--- config.mk ---
export PLATFORM = sky130hd
export DESIGN_NAME = lfu_page_replacement
export DESIGN_NICKNAME = d
export VERILOG_FILES = /design/src/hdl/lfupr_pkg.sv /design/src/hdl/lfupr_cell.sv /design/src/hdl/lfu_page_replacement.sv
export VERILOG_INCLUDE_DIRS = /design/src /design/src/hdl
export SDC_FILE = /design/constraint.sdc
export NUM_CORES = 2
export LEC_CHECK = 0
export BUFFER_PORTS_ARGS = -buffer_cell sky130_fd_sc_hd__buf_2
export CAP_MARGIN = 5
export CORE_AREA = 2 2 258 311
export CTS_CLUSTER_SIZE = 24
export DETAILED_ROUTE_END_ITERATION = 7
export DIE_AREA = 0 0 260 313
export GPL_TIMING_DRIVEN = 0
export PLACE_DENSITY = 0.63
export SLEW_MARGIN = 20
export SYNTH_ARGS = -nofsm -noshare
export SYNTH_HDL_FRONTEND = slang
export SYNTH_SLANG_ARGS = --single-unit
--- constraint.sdc ---
create_clock -name clk -period 5.73 [get_ports clk]
set_input_delay 1.146 -clock clk [delete_from_list [all_inputs] [get_ports clk]]
set_output_delay 1.146 -clock clk [all_outputs]
set_load 0.05 [all_outputs]
--- src/hdl/lfu_page_replacement_defines.svh ---
// Assertion macros for the LFU page replacement block.
`ifndef LFU_PAGE_REPLACEMENT_DEFINES_SVH
`define LFU_PAGE_REPLACEMENT_DEFINES_SVH

// Same-cycle implication, disabled while in reset.
`define LFU_ASSERT_NOW(lbl, ante, cons, msg) \
  lbl: assert property (@(posedge clk) disable iff (!rst_n) (ante) |-> (cons)) \
    else $error(msg);

// Plain invariant, disabled while in reset.
`define LFU_ASSERT_ALWAYS(lbl, cond, msg) \
  lbl: assert property (@(posedge clk) disable iff (!rst_n) (cond)) \
    else $error(msg);

`endif

--- src/hdl/lfupr_pkg.sv ---
// Shared types and constants for the LFU page replacement block.
`timescale 1ns / 1ps

package lfupr_pkg;

  localparam int MAX_FRAMES  = 8;
  localparam int PAGE_BITS   = 16;
  localparam int COUNT_BITS  = 16;
  localparam int FAULT_BITS  = 16;
  localparam int CFG_BITS    = 4;
  localparam int CMP_BITS    = 8;
  localparam int IDX_BITS    = (MAX_FRAMES > 1) ? $clog2(MAX_FRAMES) : 1;
  localparam int RANK_BITS   = IDX_BITS;
  localparam int VT_BITS     = $clog2(MAX_FRAMES + 1);
  localparam logic [CFG_BITS-1:0] FRAME_COUNT_RST = CFG_BITS'(8);

  typedef enum logic [1:0] {
    OP_HIT   = 2'd0,
    OP_FILL  = 2'd1,
    OP_EVICT = 2'd2
  } upd_op_t;

  // Record that walks the frame chain, one cell per cycle.
  typedef struct packed {
    logic                  tok;
    logic [PAGE_BITS-1:0]  page;
    logic                  found;
    logic [IDX_BITS-1:0]   hit_slot;
    logic                  free_found;
    logic [IDX_BITS-1:0]   free_slot;
    logic                  best_found;
    logic [IDX_BITS-1:0]   best_slot;
    logic [PAGE_BITS-1:0]  best_page;
    logic [COUNT_BITS-1:0] best_cnt;
    logic [RANK_BITS-1:0]  best_rank;
    logic [VT_BITS-1:0]    vt;
  } scan_t;

  // Update broadcast to all cells at the end of a reference.
  typedef struct packed {
    logic                 en;
    upd_op_t              op;
    logic [IDX_BITS-1:0]  slot;
    logic [PAGE_BITS-1:0] page;
    logic [RANK_BITS-1:0] rank_ev;
    logic [RANK_BITS-1:0] rank_new;
  } upd_t;

endpackage

--- src/hdl/lfupr_cell.sv ---
// One page frame: holds its page, use count and load rank, and scans the passing record.
`timescale 1ns / 1ps

module lfupr_cell (
  input  logic                          clk,
  input  logic                          rst_n,
  input  logic [lfupr_pkg::IDX_BITS-1:0] idx,
  input  logic                          active,
  input  lfupr_pkg::scan_t              rec_i,
  output lfupr_pkg::scan_t              rec_o,
  input  lfupr_pkg::upd_t               upd_i,
  output logic                          valid_o
);
  import lfupr_pkg::*;

  logic                  valid_r, valid_nxt;
  logic [RANK_BITS-1:0]  rank_r, rank_nxt;
  logic [PAGE_BITS-1:0]  page_r, page_nxt;
  logic [COUNT_BITS-1:0] cnt_r, cnt_nxt;
  scan_t                 rec_r, rec_nxt;
  logic                  sel;

  assign sel     = (upd_i.slot == idx);
  assign rec_o   = rec_r;
  assign valid_o = valid_r;

  always_comb begin
    rec_nxt    = rec_i;
    rec_nxt.vt = rec_i.vt + VT_BITS'(valid_r);
    if (active) begin
      if (valid_r && (page_r == rec_i.page) && !rec_i.found) begin
        rec_nxt.found    = 1'b1;
        rec_nxt.hit_slot = idx;
      end
      if (!valid_r && !rec_i.free_found) begin
        rec_nxt.free_found = 1'b1;
        rec_nxt.free_slot  = idx;
      end
      if (valid_r && (!rec_i.best_found || (cnt_r < rec_i.best_cnt) ||
          ((cnt_r == rec_i.best_cnt) && (rank_r < rec_i.best_rank)))) begin
        rec_nxt.best_found = 1'b1;
        rec_nxt.best_slot  = idx;
        rec_nxt.best_page  = page_r;
        rec_nxt.best_cnt   = cnt_r;
        rec_nxt.best_rank  = rank_r;
      end
    end
  end

  always_comb begin
    valid_nxt = valid_r;
    rank_nxt  = rank_r;
    page_nxt  = page_r;
    cnt_nxt   = cnt_r;
    if (upd_i.en) begin
      case (upd_i.op)
        OP_HIT: begin
          if (sel && (cnt_r != '1)) cnt_nxt = cnt_r + COUNT_BITS'(1);
        end
        OP_FILL: begin
          if (sel) begin
            valid_nxt = 1'b1;
            page_nxt  = upd_i.page;
            cnt_nxt   = COUNT_BITS'(1);
            rank_nxt  = upd_i.rank_new;
          end
        end
        OP_EVICT: begin
          if (sel) begin
            page_nxt = upd_i.page;
            cnt_nxt  = COUNT_BITS'(1);
            rank_nxt = upd_i.rank_new;
          end else if (valid_r && (rank_r > upd_i.rank_ev)) begin
            rank_nxt = rank_r - RANK_BITS'(1);
          end
        end
        default: ;
      endcase
    end
  end

  always_ff @(posedge clk) begin
    if (!rst_n) begin
      valid_r <= 1'b0;
      rank_r  <= '0;
      rec_r   <= '0;
    end else begin
      valid_r <= valid_nxt;
      rank_r  <= rank_nxt;
      rec_r   <= rec_nxt;
    end
  end

  always_ff @(posedge clk) begin
    page_r <= page_nxt;
    cnt_r  <= cnt_nxt;
  end

endmodule

--- src/hdl/lfu_page_replacement.sv ---
// LFU page replacement, oldest-load tie break, built as a chain of frame cells.
// One reference in flight; the record crosses one frame cell per cycle, and a new
//   reference is taken only once the last one has committed its result.
// Reset: synchronous, active low; clears frame valid bits, load ranks and the
//   fault total, sets frame_count to 8. No clearing pass.
`timescale 1ns / 1ps

module lfu_page_replacement (
  input  logic                            clk,
  input  logic                            rst_n,
  input  logic                            cfg_wr_en,
  input  logic [lfupr_pkg::CFG_BITS-1:0]  cfg_wr_data,
  input  logic                            in_valid,
  output logic                            in_ready,
  input  logic [lfupr_pkg::PAGE_BITS-1:0] in_page_number,
  output logic                            out_valid,
  input  logic                            out_ready,
  output logic                            out_hit,
  output logic                            out_evicted_valid,
  output logic [lfupr_pkg::PAGE_BITS-1:0] out_evicted_page,
  output logic [lfupr_pkg::FAULT_BITS-1:0] out_fault_total
);
  import lfupr_pkg::*;

  `include "lfu_page_replacement_defines.svh"

  typedef enum logic [2:0] {
    ST_IDLE = 3'b001,
    ST_SCAN = 3'b010,
    ST_UPD  = 3'b100
  } state_t;

  state_t                 state_r, state_nxt;
  logic [CFG_BITS-1:0]    frame_count_r;
  logic [CMP_BITS-1:0]    fc_ext, act;
  logic [MAX_FRAMES-1:0]  act_mask, valid_vec, tok_vec;
  scan_t                  chain [MAX_FRAMES+1];
  scan_t                  seed, last, fin_r;
  upd_t                   upd;
  logic [FAULT_BITS-1:0]  fault_r, fault_nxt;
  logic                   out_valid_r, out_hit_r, out_ev_valid_r;
  logic [PAGE_BITS-1:0]   out_ev_page_r;
  logic [FAULT_BITS-1:0]  out_fault_r;
  logic                   accept, out_free, commit;

  assign in_ready = (state_r == ST_IDLE);
  assign accept   = in_valid && in_ready;
  assign out_free = !out_valid_r || out_ready;
  assign commit   = (state_r == ST_UPD) && out_free;
  assign last     = chain[MAX_FRAMES];

  always_comb begin
    fc_ext = CMP_BITS'(frame_count_r);
    if (fc_ext == '0) act = CMP_BITS'(1);
    else if (fc_ext > CMP_BITS'(MAX_FRAMES)) act = CMP_BITS'(MAX_FRAMES);
    else act = fc_ext;
  end

  always_comb begin
    seed      = '0;
    seed.tok  = accept;
    seed.page = in_page_number;
  end

  assign chain[0] = seed;

  for (genvar i = 0; i < MAX_FRAMES; i++) begin : g_cell
    assign act_mask[i] = (CMP_BITS'(i) < act);
    assign tok_vec[i]  = chain[i+1].tok;
    lfupr_cell u_cell (
      .clk     (clk),
      .rst_n   (rst_n),
      .idx     (IDX_BITS'(i)),
      .active  (act_mask[i]),
      .rec_i   (chain[i]),
      .rec_o   (chain[i+1]),
      .upd_i   (upd),
      .valid_o (valid_vec[i])
    );
  end

  always_comb begin
    upd          = '0;
    upd.en       = commit;
    upd.page     = fin_r.page;
    upd.rank_ev  = fin_r.best_rank;
    if (fin_r.found) begin
      upd.op   = OP_HIT;
      upd.slot = fin_r.hit_slot;
    end else if (fin_r.free_found) begin
      upd.op       = OP_FILL;
      upd.slot     = fin_r.free_slot;
      upd.rank_new = RANK_BITS'(fin_r.vt);
    end else begin
      upd.op       = OP_EVICT;
      upd.slot     = fin_r.best_slot;
      upd.rank_new = RANK_BITS'(fin_r.vt - VT_BITS'(1));
    end
  end

  always_comb begin
    fault_nxt = fault_r;
    if (!fin_r.found && (fault_r != '1)) fault_nxt = fault_r + FAULT_BITS'(1);
  end

  always_comb begin
    state_nxt = state_r;
    case (state_r)
      ST_IDLE: if (accept) state_nxt = ST_SCAN;
      ST_SCAN: if (last.tok) state_nxt = ST_UPD;
      ST_UPD:  if (out_free) state_nxt = ST_IDLE;
      default: state_nxt = ST_IDLE;
    endcase
  end

  always_ff @(posedge clk) begin
    if (!rst_n) begin
      state_r       <= ST_IDLE;
      frame_count_r <= FRAME_COUNT_RST;
      fault_r       <= '0;
      out_valid_r   <= 1'b0;
    end else begin
      state_r <= state_nxt;
      if (cfg_wr_en) frame_count_r <= cfg_wr_data;
      if (commit) begin
        fault_r     <= fault_nxt;
        out_valid_r <= 1'b1;
      end else if (out_ready) begin
        out_valid_r <= 1'b0;
      end
    end
  end

  always_ff @(posedge clk) begin
    if (state_r == ST_SCAN && last.tok) fin_r <= last;
    if (commit) begin
      out_hit_r      <= fin_r.found;
      out_ev_valid_r <= (upd.op == OP_EVICT);
      out_ev_page_r  <= (upd.op == OP_EVICT) ? fin_r.best_page : '0;
      out_fault_r    <= fault_nxt;
    end
  end

  assign out_valid         = out_valid_r;
  assign out_hit           = out_hit_r;
  assign out_evicted_valid = out_ev_valid_r;
  assign out_evicted_page  = out_ev_page_r;
  assign out_fault_total   = out_fault_r;

  `LFU_ASSERT_ALWAYS(a_one_record, $onehot0(tok_vec), "more than one record in the chain")
  `LFU_ASSERT_NOW(a_tok_in_scan, last.tok, state_r == ST_SCAN, "record left chain outside scan")
  `LFU_ASSERT_NOW(a_evict_full, upd.en && (upd.op == OP_EVICT), &(valid_vec | ~act_mask), "evict with a free frame")

endmodule

==> flow_metrics.py <==
metrics = {
    "yosys": {
        "ys_ff_latch": 890,
        "synth-edff-count": 339,
        "synth-compound-area-share": 0.0730,
        "syn_area_mm2": 0.0374,
        "synth_cells": 3596,
        "yosysUniqueCellTypes": 70,
        "synth_area_per_cell_um2": 10.4,
        "synth.area.top_cells": "dfxtp_1, edfxtp_1, ha_1, nand2_1, nand3_1",
        "synthSimpleGateAreaFrac": 0.181,
        "yosysWarnings": 0,
        "synth_area_leader_cell": "dfxtp_1",
        "synth_nets": 3802,
        "synth_top_family_by_area": "simple AND/OR/NAND/NOR gates",
        "synth_xor_area_frac": 0.0614,
        "async_reset_ff_frac": 0,
        "synth_ff_type": "dfxtp_1",
        "yosys.area.top_type_share": 0.295,
        "yosys.area_share.adder": 0.0606,
        "seq_area_frac_synth": 0.568,
        "synthMuxAreaShare": 0.0191,
    },
    "sta": {
        "maxSlewViolCount": 0,
        "hold_viol": 0,
        "final.setup_skew_ns": 0.0181,
        "fmax_mhz": 289,
        "setup_viol": 0,
        "tightest_slew_ns": 1.18,
        "min_period_over_period": 0.604,
        "slew_headroom": 0.212,
        "rsz0062_at_grt": "no",
        "setup_tns_ns": 0,
        "min_period_ns": 3.46,
    },
    "layout": {
        "finalCoreUtilization": 0.539,
        "n_antenna_cell": 0,
        "drive_above_1_share": 0.0783,
        "final_common_cell": "dfxtp_1",
        "fill_cells": 6972,
        "final_cell_mix": "dfxtp_1, nand2_1, edfxtp_1",
        "post-route-cell-area_mm2": 0.0423,
        "synthToLayoutAreaGrowth_pct": 13.2,
        "instances_no_fill": 4880,
        "finalNetCount": 3974,
    },
    "worst_setup_path": {
        "reg2reg_slack_ns": 2.27,
        "cp_max_fo": 10,
        "crit_type": "reg2reg",
        "worstPathArrival_ns": 4.01,
        "required_ns": 6.28,
        "start_kind": "register",
        "critPathCaptureType": "register",
    },
    "clocking": {
        "clock_sinks": 890,
        "cts_setup_buffers": 0,
        "cts_root_buf": "clkbuf_16",
        "numCtsBuffers": 89,
        "htreeDepth": 3,
        "clock_latency_ns": 0.66,
        "cts.clk_slew.worst_paths_ns": 0.06,
        "cts-resized-gates": 0,
        "ctsLongestPathBuffers": 3,
        "cts_hold_buf": 0,
        "cts_tree": "done",
    },
    "floorplan": {
        "die_area_mm2": 0.0814,
        "die_x_um": 260,
        "placementRows": 113,
        "start_util": 0.476,
        "core_mm2": 0.0785,
        "die_y_um": 313,
        "ioPinCount": 61,
    },
    "route": {
        "avgRoutedWirePerCell_um": 20.8,
        "postRouteAntennaNets": 0,
        "wl_mm": 102,
        "drt_first_iter_violations": 2101,
        "drc_errors": 0,
        "viasPerCell": 5.33,
        "detailedRoute.firstPassIterationCount": 5,
        "num_vias": 26000,
    },
    "placed_design": {
        "gp_congestion": 0.935,
        "io_buffers": 58,
        "dp_hpwl_mm": 77.0,
        "placed_cells": 4712,
        "dpl_cell_area_mm2": 0.0393,
    },
    "grt": {
        "antenna_found_initial": 3,
        "grt_pass1_vias": 25600,
        "grt_max_degree": 42,
        "overflow": 0,
        "grt_pass1_wl_mm": 155,
        "grt_util_all_layers": 0.252,
    },
    "power_and_ir_drop": {
        "vdd_ir_drop_max_v": 0.000235,
        "power_mw": 12.8,
        "p_per_area_mw_per_mm2": 302,
        "power.leakage_nw": 15.9,
    },
    "min_path": {
        "hold_class": "reg2reg",
    },
    "status": {
        "status": "finished clean",
    },
    "run": {
        "maxCapViolCount": 0,
    },
}
[registers in the layout (all words and copies together), names as in the netlist]
| signal | flops |
|---|---|
| fin_r | 49 |
| g_cell.u_cell.rec_o | 495 |
| out_fault_total | 16 |
| out_evicted_valid | 1 |
| fault_r | 16 |
| out_valid | 1 |
| g_cell.u_cell.page_r | 128 |
| g_cell.u_cell.rank_r | 24 |
| g_cell.u_cell.valid_o | 8 |
| state_r | 3 |
| frame_count_r | 4 |
| out_hit | 1 |
| g_cell.u_cell.cnt_r | 128 |
| out_evicted_page | 16 |
[stage by stage]
stage	hold slack [ns]	setup WS [ns]
detailed placement	0.389	1.85
global route	0.403	2.19
finish	0.397	2.27
CTS	0.399	2.26
floorplan	0.386	1.08
global placement	0.386	-1.28
[critical path: stages, from the launching register on]
cell      delay, ns
edfxtp_1       0.45
ha_1           0.33
nand4_1        0.15
nor4_1         0.67
a22oi_1        0.14
a32oi_1        0.75
buf_2          0.50
mux2i_1        0.35
[final cells by class]
| cell class | instances | area [um^2] | area share |
|---|---|---|---|
| Clock inverter | 37 | 448 | 0.0106 |
| Tap cell | 1035 | 1290 | 0.0306 |
| Inverter | 176 | 662 | 0.0156 |
| Sequential cell | 890 | 21200 | 0.501 |
| Timing Repair Buffer | 81 | 539 | 0.0127 |
| Multi-Input combinational cell | 2355 | 14800 | 0.351 |
| Buffer | 175 | 734 | 0.0174 |
| Clock buffer | 131 | 2570 | 0.0608 |
[cell families (layout without fill, tap and decap cells)]
kind of cell,after synthesis,count (layout)
AO/OA/AOI/OAI,452,452
flip-flops,890,890
adder cells (fa/ha/maj),181,181
AND/OR/NAND/NOR,1389,1389
multiplexers,71,71
buffers and inverters,351,600
XOR/XNOR,262,262
[Yosys cell counts (all sizes together), types with 3 or more instances]
library cell / instances
and3: 68
mux2i: 70
xor2: 153
inv: 174
a211oi: 7
a21o: 9
xnor2: 109
edfxtp: 339
nor3b: 13
or4: 6
a21boi: 4
nor2b: 18
nand4: 56
dfxtp: 551
nor2: 259
and2: 191
o21ai: 216
o31ai: 23
nand3: 270
a31oi: 14
o211ai: 8
o21a: 32
nor3: 49
ha: 181
a31o: 3
or3: 13
nand3b: 3
nand2: 381
a21oi: 104
nand2b: 13
buf: 55
and4: 9
o2111ai: 8
clkbuf: 120
nor4: 36
a32oi: 4
o41ai: 5
[where the power goes]
group | internal, mW | leakage, nW | switching [mW]
combinational | 0.0617 | 6.60 | 0.194
clock | 3.43 | 1.47 | 2.52
sequential | 6.55 | 7.81 | 0.0208
total | 10.0 | 15.9 | 2.73
[final timing paths]
kind                            cells after the start                  startpoint                          to
worst min register to register                      0  g_cell[7].u_cell.rec_o[36]                   fin_r[36]
worst min-delay path                                0  g_cell[7].u_cell.rec_o[36]                   fin_r[36]
worst max-delay path                                7  g_cell[7].u_cell.cnt_r[13]  g_cell[7].u_cell.rec_o[30]
worst max register to register                      7  g_cell[7].u_cell.cnt_r[13]  g_cell[7].u_cell.rec_o[30]
[layer usage]
metal	wire, um	up-vias	track usage	share of wire
met2	47700	829	0.414	0.47
met4	4730	2	0.117	0.046
li1	-	12800	-	-
met1	43500	12200	0.328	0.43
met3	5810	208	0.0363	0.057
met5	13	-	0	0.00013
Power figures use the tool's default switching activity.
